**src/hw/rtl/fsdc_pkg.sv**
```systemverilog
// shared types and opcode constants for the flux stream decoder and checker
package fsdc_pkg;

  // stream opcodes
  localparam logic [7:0] OP_FLUX2_MAX = 8'h07;
  localparam logic [7:0] OP_NOP1      = 8'h08;
  localparam logic [7:0] OP_NOP2      = 8'h09;
  localparam logic [7:0] OP_NOP3      = 8'h0A;
  localparam logic [7:0] OP_OVERFLOW  = 8'h0B;
  localparam logic [7:0] OP_FLUX3     = 8'h0C;
  localparam logic [7:0] OP_OOB       = 8'h0D;
  localparam logic [7:0] OP_FLUX1_MIN = 8'h0E;

  // out-of-band block types
  localparam logic [7:0] BLK_INFO  = 8'h01;
  localparam logic [7:0] BLK_INDEX = 8'h02;
  localparam logic [7:0] BLK_END   = 8'h03;
  localparam logic [7:0] BLK_EOF   = 8'h0D;

  localparam logic [31:0] OVERFLOW_STEP    = 32'h0001_0000;
  localparam logic [19:0] FLUX_LIMIT_RESET = 20'd500000;
  localparam int          POS_BYTES        = 4;

  localparam int RES_DEPTH = 4;
  localparam int RES_PTR_W = $clog2(RES_DEPTH);
  localparam int RES_CNT_W = $clog2(RES_DEPTH + 1);

  typedef enum logic [3:0] {
    PH_IDLE      = 4'd0,
    PH_F2_LO     = 4'd1,
    PH_F3_HI     = 4'd2,
    PH_F3_LO     = 4'd3,
    PH_SKIP      = 4'd4,
    PH_OOB_TYPE  = 4'd5,
    PH_OOB_SZ_LO = 4'd6,
    PH_OOB_SZ_HI = 4'd7,
    PH_OOB_DATA  = 4'd8
  } phase_t;

  typedef enum logic [1:0] {
    KIND_FLUX    = 2'd0,
    KIND_CHECK   = 2'd1,
    KIND_SUMMARY = 2'd2
  } kind_t;

  typedef struct packed {
    kind_t       kind;
    logic [31:0] flux_ticks;
    logic [31:0] position_counted;
    logic [31:0] position_reported;
    logic        position_ok;
    logic [31:0] flux_total;
    logic [31:0] block_total;
    logic [31:0] index_total;
    logic [31:0] overflow_total;
    logic        all_positions_ok;
    logic        truncated;
    logic        last_of_run;
  } result_t;

  // up to two results per request, first then second
  typedef struct packed {
    logic    first_valid;
    logic    second_valid;
    result_t first;
    result_t second;
  } push_t;

endpackage

```
**src/hw/rtl/fsdc_parser.sv**
```systemverilog
// input register, opcode decode and per-stream state of the flux stream checker
module fsdc_parser
  import fsdc_pkg::*;
#(
  parameter int COUNTER_WIDTH = 32
) (
  input  logic        clk,
  input  logic        rst_n,
  input  logic        in_valid,
  output logic        in_ready,
  input  logic [7:0]  in_stream_byte,
  input  logic        in_end_of_buffer,
  input  logic        cfg_wr_en,
  input  logic [19:0] cfg_wr_data,
  input  logic        room,
  output push_t       push
);

  localparam int CW = COUNTER_WIDTH;

  function automatic logic [CW-1:0] sat_inc(input logic [CW-1:0] c);
    return (&c) ? c : c + 1'b1;
  endfunction

  logic        hold_valid_r;
  logic [7:0]  hold_byte_r;
  logic        hold_eob_r;
  logic        fire;

  logic [19:0] flux_limit_r;

  phase_t      phase_r, phase_nxt;
  logic [1:0]  skip_r, skip_nxt;
  logic [7:0]  btype_r, btype_nxt;
  logic [15:0] bleft_r, bleft_nxt;
  logic [2:0]  pidx_r, pidx_nxt;
  logic [31:0] ppos_r, ppos_nxt;
  logic [31:0] bpos_r, bpos_nxt;
  logic [31:0] ovsum_r, ovsum_nxt;
  logic [7:0]  vhigh_r, vhigh_nxt;
  logic [CW-1:0] flux_cnt_r, flux_cnt_nxt;
  logic [CW-1:0] blk_cnt_r, blk_cnt_nxt;
  logic [CW-1:0] idx_cnt_r, idx_cnt_nxt;
  logic [CW-1:0] ovf_cnt_r, ovf_cnt_nxt;
  logic        mism_r, mism_nxt;
  logic        ended_r, ended_nxt;

  logic        do_flux, do_finish, pos_inc;
  logic [15:0] flux_val;
  logic [32:0] tick_sum;
  logic [32:0] ovf_sum;
  logic [1:0]  skip_dec;
  logic [15:0] bleft_dec;
  logic [15:0] size_word;
  logic        first_valid;
  result_t     first_res, summary_res;
  logic        pos_ok;

  assign fire     = hold_valid_r && room;
  assign in_ready = !hold_valid_r || fire;

  always_ff @(posedge clk) begin
    if (!rst_n) begin
      hold_valid_r <= 1'b0;
    end else if (in_ready) begin
      hold_valid_r <= in_valid;
    end
    if (in_ready && in_valid) begin
      hold_byte_r <= in_stream_byte;
      hold_eob_r  <= in_end_of_buffer;
    end
  end

  always_ff @(posedge clk) begin
    if (!rst_n) begin
      flux_limit_r <= FLUX_LIMIT_RESET;
    end else if (cfg_wr_en) begin
      flux_limit_r <= cfg_wr_data;
    end
  end

  always_comb begin
    phase_nxt    = phase_r;
    skip_nxt     = skip_r;
    btype_nxt    = btype_r;
    bleft_nxt    = bleft_r;
    pidx_nxt     = pidx_r;
    ppos_nxt     = ppos_r;
    bpos_nxt     = bpos_r;
    ovsum_nxt    = ovsum_r;
    vhigh_nxt    = vhigh_r;
    flux_cnt_nxt = flux_cnt_r;
    blk_cnt_nxt  = blk_cnt_r;
    idx_cnt_nxt  = idx_cnt_r;
    ovf_cnt_nxt  = ovf_cnt_r;
    mism_nxt     = mism_r;
    ended_nxt    = ended_r;
    do_flux      = 1'b0;
    do_finish    = 1'b0;
    pos_inc      = 1'b0;
    flux_val     = 16'd0;
    tick_sum     = 33'd0;
    ovf_sum      = {1'b0, ovsum_r} + {1'b0, OVERFLOW_STEP};
    skip_dec     = skip_r - {1'b0, skip_r != 2'd0};
    bleft_dec    = bleft_r - {15'd0, bleft_r != 16'd0};
    size_word    = {hold_byte_r, bleft_r[7:0]};
    first_valid  = 1'b0;
    pos_ok       = 1'b0;
    first_res    = '0;
    summary_res  = '0;

    if (!ended_r) begin
      case (phase_r)
        PH_IDLE: begin
          if (hold_byte_r == OP_OOB) begin
            phase_nxt = PH_OOB_TYPE;
            pidx_nxt  = 3'd0;
            ppos_nxt  = 32'd0;
          end else begin
            pos_inc = 1'b1;
            if (hold_byte_r >= OP_FLUX1_MIN) begin
              do_flux  = 1'b1;
              flux_val = {8'd0, hold_byte_r};
            end else if (hold_byte_r <= OP_FLUX2_MAX) begin
              vhigh_nxt = hold_byte_r;
              phase_nxt = PH_F2_LO;
            end else if (hold_byte_r == OP_OVERFLOW) begin
              ovsum_nxt   = ovf_sum[32] ? 32'hFFFF_FFFF : ovf_sum[31:0];
              ovf_cnt_nxt = sat_inc(ovf_cnt_r);
            end else if (hold_byte_r == OP_FLUX3) begin
              phase_nxt = PH_F3_HI;
            end else if (hold_byte_r == OP_NOP2 || hold_byte_r == OP_NOP3) begin
              skip_nxt  = 2'(hold_byte_r - OP_NOP1);
              phase_nxt = PH_SKIP;
            end
          end
        end
        PH_F2_LO, PH_F3_LO: begin
          pos_inc  = 1'b1;
          do_flux  = 1'b1;
          flux_val = {vhigh_r, hold_byte_r};
        end
        PH_F3_HI: begin
          pos_inc   = 1'b1;
          vhigh_nxt = hold_byte_r;
          phase_nxt = PH_F3_LO;
        end
        PH_SKIP: begin
          pos_inc  = 1'b1;
          skip_nxt = skip_dec;
          if (skip_dec == 2'd0) begin
            phase_nxt = PH_IDLE;
          end
        end
        PH_OOB_TYPE: begin
          btype_nxt = hold_byte_r;
          phase_nxt = PH_OOB_SZ_LO;
        end
        PH_OOB_SZ_LO: begin
          bleft_nxt = {8'd0, hold_byte_r};
          phase_nxt = PH_OOB_SZ_HI;
        end
        PH_OOB_SZ_HI: begin
          bleft_nxt = size_word;
          if (btype_r == BLK_EOF) begin
            ended_nxt = 1'b1;
            phase_nxt = PH_IDLE;
          end else if (size_word == 16'd0) begin
            do_finish = 1'b1;
          end else begin
            phase_nxt = PH_OOB_DATA;
          end
        end
        PH_OOB_DATA: begin
          if (pidx_r < 3'(POS_BYTES)) begin
            ppos_nxt = ppos_r | ({24'd0, hold_byte_r} << {pidx_r[1:0], 3'b000});
            pidx_nxt = pidx_r + 3'd1;
          end
          bleft_nxt = bleft_dec;
          if (bleft_dec == 16'd0) begin
            do_finish = 1'b1;
          end
        end
        default: begin
          phase_nxt = PH_IDLE;
        end
      endcase
    end

    if (pos_inc) begin
      bpos_nxt = bpos_r + 32'd1;
    end

    if (do_flux) begin
      tick_sum     = {1'b0, ovsum_r} + {17'd0, flux_val};
      first_valid  = 32'(flux_cnt_r) < {12'd0, flux_limit_r};
      ovsum_nxt    = 32'd0;
      flux_cnt_nxt = sat_inc(flux_cnt_r);
      phase_nxt    = PH_IDLE;
      first_res.kind       = KIND_FLUX;
      first_res.flux_ticks = tick_sum[32] ? 32'hFFFF_FFFF : tick_sum[31:0];
    end

    if (do_finish) begin
      pos_ok = ppos_nxt == bpos_nxt;
      if ((btype_r == BLK_INFO || btype_r == BLK_INDEX || btype_r == BLK_END) &&
          pidx_nxt >= 3'(POS_BYTES)) begin
        first_valid = 1'b1;
        if (!pos_ok) begin
          mism_nxt = 1'b1;
        end
      end
      first_res.kind              = KIND_CHECK;
      first_res.position_counted  = bpos_nxt;
      first_res.position_reported = ppos_nxt;
      first_res.position_ok       = pos_ok;
      blk_cnt_nxt = sat_inc(blk_cnt_r);
      if (btype_r == BLK_INDEX) begin
        idx_cnt_nxt = sat_inc(idx_cnt_r);
      end
      phase_nxt = PH_IDLE;
      pidx_nxt  = 3'd0;
      ppos_nxt  = 32'd0;
    end

    // totals reflect this byte, taken before the end-of-buffer clear
    first_res.flux_total       = 32'(flux_cnt_nxt);
    first_res.block_total      = 32'(blk_cnt_nxt);
    first_res.index_total      = 32'(idx_cnt_nxt);
    first_res.overflow_total   = 32'(ovf_cnt_nxt);
    first_res.all_positions_ok = !mism_nxt;
    first_res.last_of_run      = !hold_eob_r;

    summary_res.kind             = KIND_SUMMARY;
    summary_res.flux_total       = 32'(flux_cnt_nxt);
    summary_res.block_total      = 32'(blk_cnt_nxt);
    summary_res.index_total      = 32'(idx_cnt_nxt);
    summary_res.overflow_total   = 32'(ovf_cnt_nxt);
    summary_res.all_positions_ok = !mism_nxt;
    summary_res.truncated        = !ended_nxt && (phase_nxt != PH_IDLE);
    summary_res.last_of_run      = 1'b1;

    push.first_valid  = fire && (first_valid || hold_eob_r);
    push.second_valid = fire && first_valid && hold_eob_r;
    push.first        = first_valid ? first_res : summary_res;
    push.second       = summary_res;

    if (hold_eob_r) begin
      phase_nxt    = PH_IDLE;
      skip_nxt     = 2'd0;
      btype_nxt    = 8'd0;
      bleft_nxt    = 16'd0;
      pidx_nxt     = 3'd0;
      ppos_nxt     = 32'd0;
      bpos_nxt     = 32'd0;
      ovsum_nxt    = 32'd0;
      vhigh_nxt    = 8'd0;
      flux_cnt_nxt = '0;
      blk_cnt_nxt  = '0;
      idx_cnt_nxt  = '0;
      ovf_cnt_nxt  = '0;
      mism_nxt     = 1'b0;
      ended_nxt    = 1'b0;
    end
  end

  always_ff @(posedge clk) begin
    if (!rst_n) begin
      phase_r    <= PH_IDLE;
      skip_r     <= 2'd0;
      btype_r    <= 8'd0;
      bleft_r    <= 16'd0;
      pidx_r     <= 3'd0;
      ppos_r     <= 32'd0;
      bpos_r     <= 32'd0;
      ovsum_r    <= 32'd0;
      vhigh_r    <= 8'd0;
      flux_cnt_r <= '0;
      blk_cnt_r  <= '0;
      idx_cnt_r  <= '0;
      ovf_cnt_r  <= '0;
      mism_r     <= 1'b0;
      ended_r    <= 1'b0;
    end else if (fire) begin
      phase_r    <= phase_nxt;
      skip_r     <= skip_nxt;
      btype_r    <= btype_nxt;
      bleft_r    <= bleft_nxt;
      pidx_r     <= pidx_nxt;
      ppos_r     <= ppos_nxt;
      bpos_r     <= bpos_nxt;
      ovsum_r    <= ovsum_nxt;
      vhigh_r    <= vhigh_nxt;
      flux_cnt_r <= flux_cnt_nxt;
      blk_cnt_r  <= blk_cnt_nxt;
      idx_cnt_r  <= idx_cnt_nxt;
      ovf_cnt_r  <= ovf_cnt_nxt;
      mism_r     <= mism_nxt;
      ended_r    <= ended_nxt;
    end
  end

endmodule

```
**config.mk**
```make
export PLATFORM = sky130hd
export DESIGN_NAME = fsdc_parser
export DESIGN_NICKNAME = d
export VERILOG_FILES = /design/src/hw/rtl/fsdc_pkg.sv /design/src/hw/rtl/fsdc_parser.sv
export SDC_FILE = /design/constraint.sdc
export NUM_CORES = 1
export LEC_CHECK = 0
export ABC_AREA = 1
export BUFFER_PORTS_ARGS = -buffer_cell sky130_fd_sc_hd__buf_4
export CORE_ASPECT_RATIO = 2
export CORE_MARGIN = 2
export CORE_UTILIZATION = 40
export DETAILED_ROUTE_END_ITERATION = 8
export PLACE_DENSITY = 0.6
export REMOVE_ABC_BUFFERS = 1
export SLEW_MARGIN = 10
export SYNTH_ARGS = -nofsm -noshare
export SYNTH_HDL_FRONTEND = slang
export SYNTH_SLANG_ARGS = --single-unit
```
**constraint.sdc**
```tcl
create_clock -name clk -period 5.5 [get_ports clk]
set_input_delay 0.55 -clock clk [delete_from_list [all_inputs] [get_ports clk]]
set_output_delay 0.55 -clock clk [all_outputs]
set_load 0.01 [all_outputs]
```
==> flow_metrics.py, run 1 <==
metrics = {
    "timing": {
        "final_setup_violation_count": 0,
        "fmax_mhz": 195,
        "final.min_clock_period_ns": 5.14,
        "timing_hold_violations_final": 0,
        "rsz_0062_raised_after_global_routing": "false",
        "maxSlewHeadroom_pct": 20.5,
        "skew_ns": 0.0275,
        "worstMarginPinSlew_ns": 1.19,
        "final_slew_violations": 0,
        "post-route-period-util_pct": 93.4,
        "hold_slack_ns": 0.170,
    },
    "die": {
        "floorplan.initialDensity_pct": 40.4,
        "floorplan.die_area_um2": 61600,
        "row_count": 126,
        "die_width_um": 176,
        "design.portCount": 497,
        "die_h_um": 349,
        "core_region_area_um2": 59000,
    },
    "clock_tree": {
        "cts.root.buffer_cell": "sky130_fd_sc_hd__clkbuf_16",
        "h_tree_lvls": 2,
        "clk_transition_reported_paths_ns": 0.07,
        "numClockSinks": 282,
        "cts_tree": "yes",
        "cts_bufs_inserted": 34,
        "clock_path_buffers": 3,
        "cts_setup_buffers": 0,
        "cts.hold.buffers_added": 0,
        "clk-insertion-delay-late_ns": 0.56,
    },
    "placed_design": {
        "post-dp-hpwl_um": 68400,
        "gp_congestion": 1.03,
        "placed_cell_area_um2": 25800,
        "port_buffers": 396,
    },
    "pwr": {
        "leakage_power_summed_over_all_cells_nw": 11.7,
        "p_sw_mw": 1.32,
        "power.share.switching_pct": 26.6,
        "power.internal_mw": 3.65,
        "power_density_nw_per_um2": 184,
        "seq_power_share_pct": 42.2,
        "fin_total_pwr_mw": 4.97,
        "vdd_drop_max_mv": 0.204,
        "combPwrFrac_pct": 8.9,
        "p_clk_share_pct": 48.9,
    },
    "drt": {
        "ant_nets": 0,
        "highest_layer": "met4",
        "detailroute.wirelength.met2_um": 47100,
        "wire_per_inst_um": 18.6,
        "route.vias.total": 25200,
        "number_of_drc_violations_after_detailed_routing_iteration_0": 1481,
        "drt_pre_antenna_iters": 6,
        "viasPerCell": 5.22,
        "wirelength_um": 89700,
        "routed-wl-met3_um": 5110,
        "met1_length_um": 31400,
        "drc_errors": 0,
    },
    "setup_path": {
        "reg2reg_setup_slack_ns": 1.68,
        "crit_start": "phase_r[0]",
        "cp.buffers_inverters": 5,
        "crit_path_max_incr_delay_ns": 0.51,
        "worst_r2r_startpoint": "bleft_r[7]",
        "cp.required_ns": 4.95,
        "timing.critical_path.from_type": "flip-flop",
        "worst_setup_path_endpoint": "push[451]",
        "endpoint_kind": "output port",
        "worstReg2RegEnd": "idx_cnt_r[4]",
        "timing.critical_path.slowest_stage_cell": "sky130_fd_sc_hd__dfxtp_1",
        "cp_top_family": "simple AND/OR/NAND/NOR gates",
        "timing.critical_path.cells": "nor2_1 > inv_1 > nand4_2 > a21oi_4 > inv_2 > nor2_1 > ha_1 > fa_1 > nand3_1 > nand2_1 > a31oi_1 > o21ai_0 > nand3_1 > nand2_1 > inv_1 > nor2_2 > inv_1 > a31oi_1 > buf_4",
        "timing_worst_setup_path_type": "reg2out",
        "critical_path.max_fanout": 16,
        "critical_path_cell_count": 19,
        "worst_ep_arrival_time_ns": 4.59,
        "critical_path_most_common_cell": "sky130_fd_sc_hd__inv_1",
        "rr_worst_depth": 22,
    },
    "synthesis": {
        "yosys.area.top_type": "sky130_fd_sc_hd__dfxtp_1",
        "yosysWarningCount": 0,
        "sequential_cell_area_fraction_in_the_yosys_report_pct": 24.1,
        "synth_ff_type": "sky130_fd_sc_hd__dfxtp_1",
        "syn_area_um2": 23800,
        "unique_masters_post_synth": 69,
        "synth_edf_count": 9,
        "synth.top_cell.area_share_pct": 23.0,
        "synth_top_cells_by_area": "sky130_fd_sc_hd__dfxtp_1 23%, sky130_fd_sc_hd__nand2_1 18%, sky130_fd_sc_hd__buf_4 7.4%",
        "syn_avg_cell_area_um2": 6.13,
        "postSynthCellCount": 3879,
        "share_of_flip_flops_with_an_asynchronous_set_or_reset_pct": 0,
        "synth-seq-cells": 282,
    },
    "final_layout": {
        "postLayoutCellArea_um2": 27000,
        "number_of_nets_in_the_layout": 4115,
        "layout-drive-gt1-share_pct": 15.9,
        "antennaDiodeCount": 0,
        "syn_to_final_growth_pct": 13.5,
    },
    "global_routing": {
        "maximum_number_of_pins_on_one_net_before_global_route_repair": 173,
        "grt_antenna_before_repair": 0,
        "via_count_of_the_first_global_routing_pass": 24200,
        "grt_remaining_overflow": 0,
        "grt_pass1_wl_um": 136000,
        "gr-usage-all-layers_pct": 28.3,
    },
    "worst_hold_path": {
        "min-delay-path-class": "in2reg",
    },
    "job": {
        "max_cap_viol_count": 0,
    },
    "status": {
        "run_status": "complete, no violations",
    },
}
worst min path at each step:
stage / from / to / cells after the start
after floorplan: vhigh_r[0] / vhigh_r[0] / 2
after global placement: vhigh_r[2] / vhigh_r[2] / 2
after detailed placement: vhigh_r[2] / vhigh_r[2] / 2
after CTS: in_end_of_buffer / hold_eob_r / 1
after global routing: in_end_of_buffer / hold_eob_r / 1
final: in_end_of_buffer / hold_eob_r / 1
Yosys cell counts, types with 38 or more instances:
cell	instances
sky130_fd_sc_hd__a21oi_1	293
sky130_fd_sc_hd__buf_4	234
sky130_fd_sc_hd__clkbuf_1	108
sky130_fd_sc_hd__dfxtp_1	273
sky130_fd_sc_hd__ha_1	44
sky130_fd_sc_hd__inv_1	349
sky130_fd_sc_hd__nand2_1	1127
sky130_fd_sc_hd__nand3_1	272
sky130_fd_sc_hd__nand3b_1	38
sky130_fd_sc_hd__nand4_1	50
sky130_fd_sc_hd__nor2_1	367
sky130_fd_sc_hd__nor3_1	97
sky130_fd_sc_hd__o21ai_0	134
sky130_fd_sc_hd__xnor2_1	48
sky130_fd_sc_hd__xor2_1	102
state kept, by name, indices dropped and copies added, names as in the netlist, 3 cells and up:
name          cells
btype_r           8
flux_limit_r     20
idx_cnt_r        32
flux_cnt_r       32
bleft_r          16
pidx_r            3
ovf_cnt_r        32
phase_r           4
hold_byte_r       8
blk_cnt_r        32
ovsum_r          17
bpos_r           32
vhigh_r           8
ppos_r           32
area by class of cell:
class | count | area (µm²)
Timing Repair Buffer | 425 | 3240
Multi-Input combinational cell | 2922 | 14500
Tap cell | 768 | 961
Inverter | 371 | 1400
Sequential cell | 282 | 5740
Clock inverter | 13 | 171
Clock buffer | 48 | 986
Fill cell | 6453 | 32000
repair_timing:
action,in CTS,in global routing
endpoints found under the setup margin,0,30
gates resized for setup,0,3
endpoints found under the hold margin,0,0
per-stage QoR:
step,utilization (%),cells,setup WS [ns],setup TNS (ns)
after floorplan,-,3575,-5.57,-1084.19
after global placement,43.8,4768,0.930,0
after detailed placement,43.8,4768,0.828,0
after CTS,45.8,4829,0.229,0
after global routing,45.8,4829,0.0146,0
final,45.8,4829,0.362,0
cells by family (layout without fill, tap and decap cells):
group / after synthesis / count (layout) / synth area share (%)
AO/OA/AOI/OAI: 548 / 548 / 13.1
XOR/XNOR: 151 / 151 / 5.59
adder cells (fa/ha/maj): 45 / 45 / 2.40
buffers and inverters: 773 / 857 / 16.7
flip-flops: 282 / 282 / 24.1
multiplexers: 1 / 1 / 0.0421
other: 2 / 100 / 0.0316
AND/OR/NAND/NOR: 2077 / 2077 / 38.0
layout by cell type (no fill, tap or decap), drive strengths merged, types with 12 or more instances in the layout:
master | netlist | final
nand2 | 1167 | 1167
o22ai | 12 | 12
a21oi | 329 | 329
nand4 | 51 | 51
ha | 44 | 44
conb | 2 | 100
xor2 | 103 | 103
o21ai | 149 | 149
nand3b | 38 | 38
o21bai | 12 | 12
dfxtp | 273 | 273
buf | 292 | 425
nand3 | 301 | 301
nor3 | 101 | 101
nor2 | 379 | 379
nor4 | 21 | 21
inv | 369 | 369
xnor2 | 48 | 48
clkbuf | 109 | 48
power by group through the flow:
| stage | logic (mW) | clock network (mW) | registers [mW] |
|---|---|---|---|
| finish | 0.441 | 2.43 | 2.10 |
| global route | 0.483 | 2.56 | 2.10 |
| CTS | 0.442 | 2.49 | 2.10 |
| detailed placement | 0.440 | 0 | 2.15 |
| global placement | 0.440 | 0 | 2.15 |
| floorplan | 0.265 | 0 | 2.14 |
layer usage:
layer | global-route usage, % | vias up
li1 | - | 12500
met1 | 28.3 | 11500
met2 | 54.1 | 1007
met3 | 3.71 | 266
met4 | 17.7 | 0
met5 | 0 | -
Note: power is estimated with default switching activity, not from simulation.
==> run 2: changes to the inputs <==
CORE_MARGIN = 5   (was 2)
CORE_UTILIZATION = 45   (was 40)
PLACE_DENSITY = 0.67   (was 0.6)
==> flow_metrics.py, run 2 (synthesized netlist as in run 1, its figures left out) <==
metrics = {
    "placed_design": {
        "post-dp-hpwl_um": 67600,
        "port_buffers": 396,
        "gp_congestion": 1.04,
    },
    "timing": {
        "maxSlewHeadroom_pct": 20.8,
        "fin_tns_setup_ns": 0,
        "fmax_mhz": 198,
        "skew_ns": 0.0313,
        "hold_slack_ns": 0.166,
        "post-route-period-util_pct": 92.0,
        "worstMarginPinSlew_ns": 1.19,
        "timing_hold_violations_final": 0,
        "final.min_clock_period_ns": 5.06,
        "final_slew_violations": 0,
        "rsz_0062_raised_after_global_routing": "false",
        "final_setup_violation_count": 0,
    },
    "pwr": {
        "leakage_power_summed_over_all_cells_nw": 11.7,
        "power_density_nw_per_um2": 184,
        "fin_total_pwr_mw": 4.93,
        "vdd_drop_max_mv": 0.235,
    },
    "job": {
        "max_cap_viol_count": 0,
    },
    "drt": {
        "wirelength_um": 88500,
        "number_of_drc_violations_after_detailed_routing_iteration_0": 1473,
        "viasPerCell": 5.37,
        "route.vias.total": 25300,
        "wire_per_inst_um": 18.7,
        "drt_pre_antenna_iters": 7,
        "ant_nets": 0,
        "drc_errors": 0,
    },
    "setup_path": {
        "worst_ep_arrival_time_ns": 4.51,
        "endpoint_kind": "output port",
        "reg2reg_setup_slack_ns": 1.51,
        "worst_r2r_startpoint": "bleft_r[7]",
        "timing_worst_setup_path_type": "reg2out",
        "timing.critical_path.from_type": "flip-flop",
        "rr_worst_depth": 17,
        "critical_path.max_fanout": 55,
        "worstReg2RegEnd": "idx_cnt_r[27]",
        "cp.required_ns": 4.95,
    },
    "global_routing": {
        "gr-usage-all-layers_pct": 28.6,
        "via_count_of_the_first_global_routing_pass": 24300,
        "grt_antenna_before_repair": 0,
        "maximum_number_of_pins_on_one_net_before_global_route_repair": 158,
        "grt_pass1_wl_um": 134000,
        "grt_remaining_overflow": 0,
    },
    "die": {
        "die_h_um": 335,
        "core_region_area_um2": 52600,
        "floorplan.die_area_um2": 57900,
        "row_count": 119,
        "die_width_um": 173,
        "floorplan.initialDensity_pct": 45.3,
        "design.portCount": 497,
    },
    "clock_tree": {
        "cts.root.buffer_cell": "sky130_fd_sc_hd__clkbuf_16",
        "cts.hold.buffers_added": 0,
        "h_tree_lvls": 2,
        "clk_transition_reported_paths_ns": 0.07,
        "cts_bufs_inserted": 34,
        "cts_tree": "yes",
        "clk-insertion-delay-late_ns": 0.57,
        "clock_path_buffers": 3,
        "numClockSinks": 282,
    },
    "worst_hold_path": {
        "hp-start": "in_end_of_buffer",
        "min-delay-path-class": "in2reg",
        "min_path_cells": 1,
        "hold_worst_path_end": "hold_eob_r",
    },
    "final_layout": {
        "fin_util_pct": 51.0,
        "syn_to_final_growth_pct": 12.7,
        "ff_latch_area_um2": 5740,
        "layout.cells.most_common_list": "1124 x sky130_fd_sc_hd__nand2_1, 411 x sky130_fd_sc_hd__buf_4, 366 x sky130_fd_sc_hd__nor2_1",
        "filler_cell_count": 5606,
        "layout-drive-gt1-share_pct": 15.8,
        "multi_input_area_um2": 14500,
        "antennaDiodeCount": 0,
        "number_of_nets_in_the_layout": 4108,
        "layout.cells.most_common": "sky130_fd_sc_hd__nand2_1",
    },
    "status": {
        "run_status": "complete, no violations",
    },
}
==> run 2: metal layers <==
layer  GRT usage (%)  part of all wire [%]  vias to the layer above
li1                -                     -                    12500
met1            28.9                    35                    11600
met2            54.6                    53                      987
met3            4.25                   5.9                      248
met4            17.3                   6.7                        0
met5               0                     0                        -
==> run 2: layout make-up <==
| type | instances | share of cell area, % |
|---|---|---|
| repair buffers | 418 | 12.0 |
| inverters | 371 | 5.23 |
| clock buffers | 44 | 3.42 |
| multi-input cells | 2922 | 54.0 |
| flip-flops and latches | 282 | 21.4 |
| well taps | 665 | 3.10 |
| clock inverters | 18 | 0.826 |
==> run 2: worst max-delay path, stage by stage, from the launching register on <==
cell and delay, ns:
sky130_fd_sc_hd__dfxtp_1 0.35, sky130_fd_sc_hd__nor2_1 0.23, sky130_fd_sc_hd__inv_1 0.09, sky130_fd_sc_hd__nor3_2 0.42, sky130_fd_sc_hd__nand4_1 0.18, sky130_fd_sc_hd__ha_1 0.26, sky130_fd_sc_hd__ha_1 0.22, sky130_fd_sc_hd__nand2_2 0.11
sky130_fd_sc_hd__nor2_4 0.05, sky130_fd_sc_hd__nand2_2 0.09, sky130_fd_sc_hd__inv_2 0.05, sky130_fd_sc_hd__nand3b_1 0.08, sky130_fd_sc_hd__nand2_2 0.08, sky130_fd_sc_hd__inv_1 0.07, sky130_fd_sc_hd__nand2_1 0.05, sky130_fd_sc_hd__nor2_1 0.10
sky130_fd_sc_hd__nand3_1 0.09, sky130_fd_sc_hd__o21ai_1 0.22, sky130_fd_sc_hd__nand3_4 0.23, sky130_fd_sc_hd__buf_4 0.38, sky130_fd_sc_hd__a21oi_1 0.37, sky130_fd_sc_hd__buf_4 0.20
==> run 2: power breakdown <==
group | switching [mW] | internal (mW) | leakage (nW)
combinational | 0.309 | 0.127 | 8.82
sequential | 0.0237 | 2.08 | 2.29
clock | 1.01 | 1.38 | 0.547
==> run 2: worst max path at each step <==
stage	slack [ns]	endpoint	depth (start not counted)	from
2_1_floorplan	-5.57	bpos_r[1]	5	room
3_3_place_gp	0.85	push[411]	21	bleft_r[7]
3_5_place_dp	0.78	push[411]	21	bleft_r[7]
4_1_cts	0.16	push[411]	21	bleft_r[7]
5_1_grt	0.12	push[411]	21	bleft_r[7]
6_report	0.44	push[411]	21	bleft_r[7]
==> run 2: timing repair <==
action,in CTS,in global routing
endpoints found under the setup margin,0,53
resized for setup,0,4
setup buffers,0,0
==> run 2: through the flow <==
step / cells / worst slack, ns / instance area, µm²
after floorplan: 3575 / -5.57 / 21600
after global placement: 4658 / 0.855 / 25700
after detailed placement: 4658 / 0.782 / 25700
after CTS: 4720 / 0.156 / 26800
after global routing: 4720 / 0.115 / 26800
final: 4720 / 0.438 / 26800
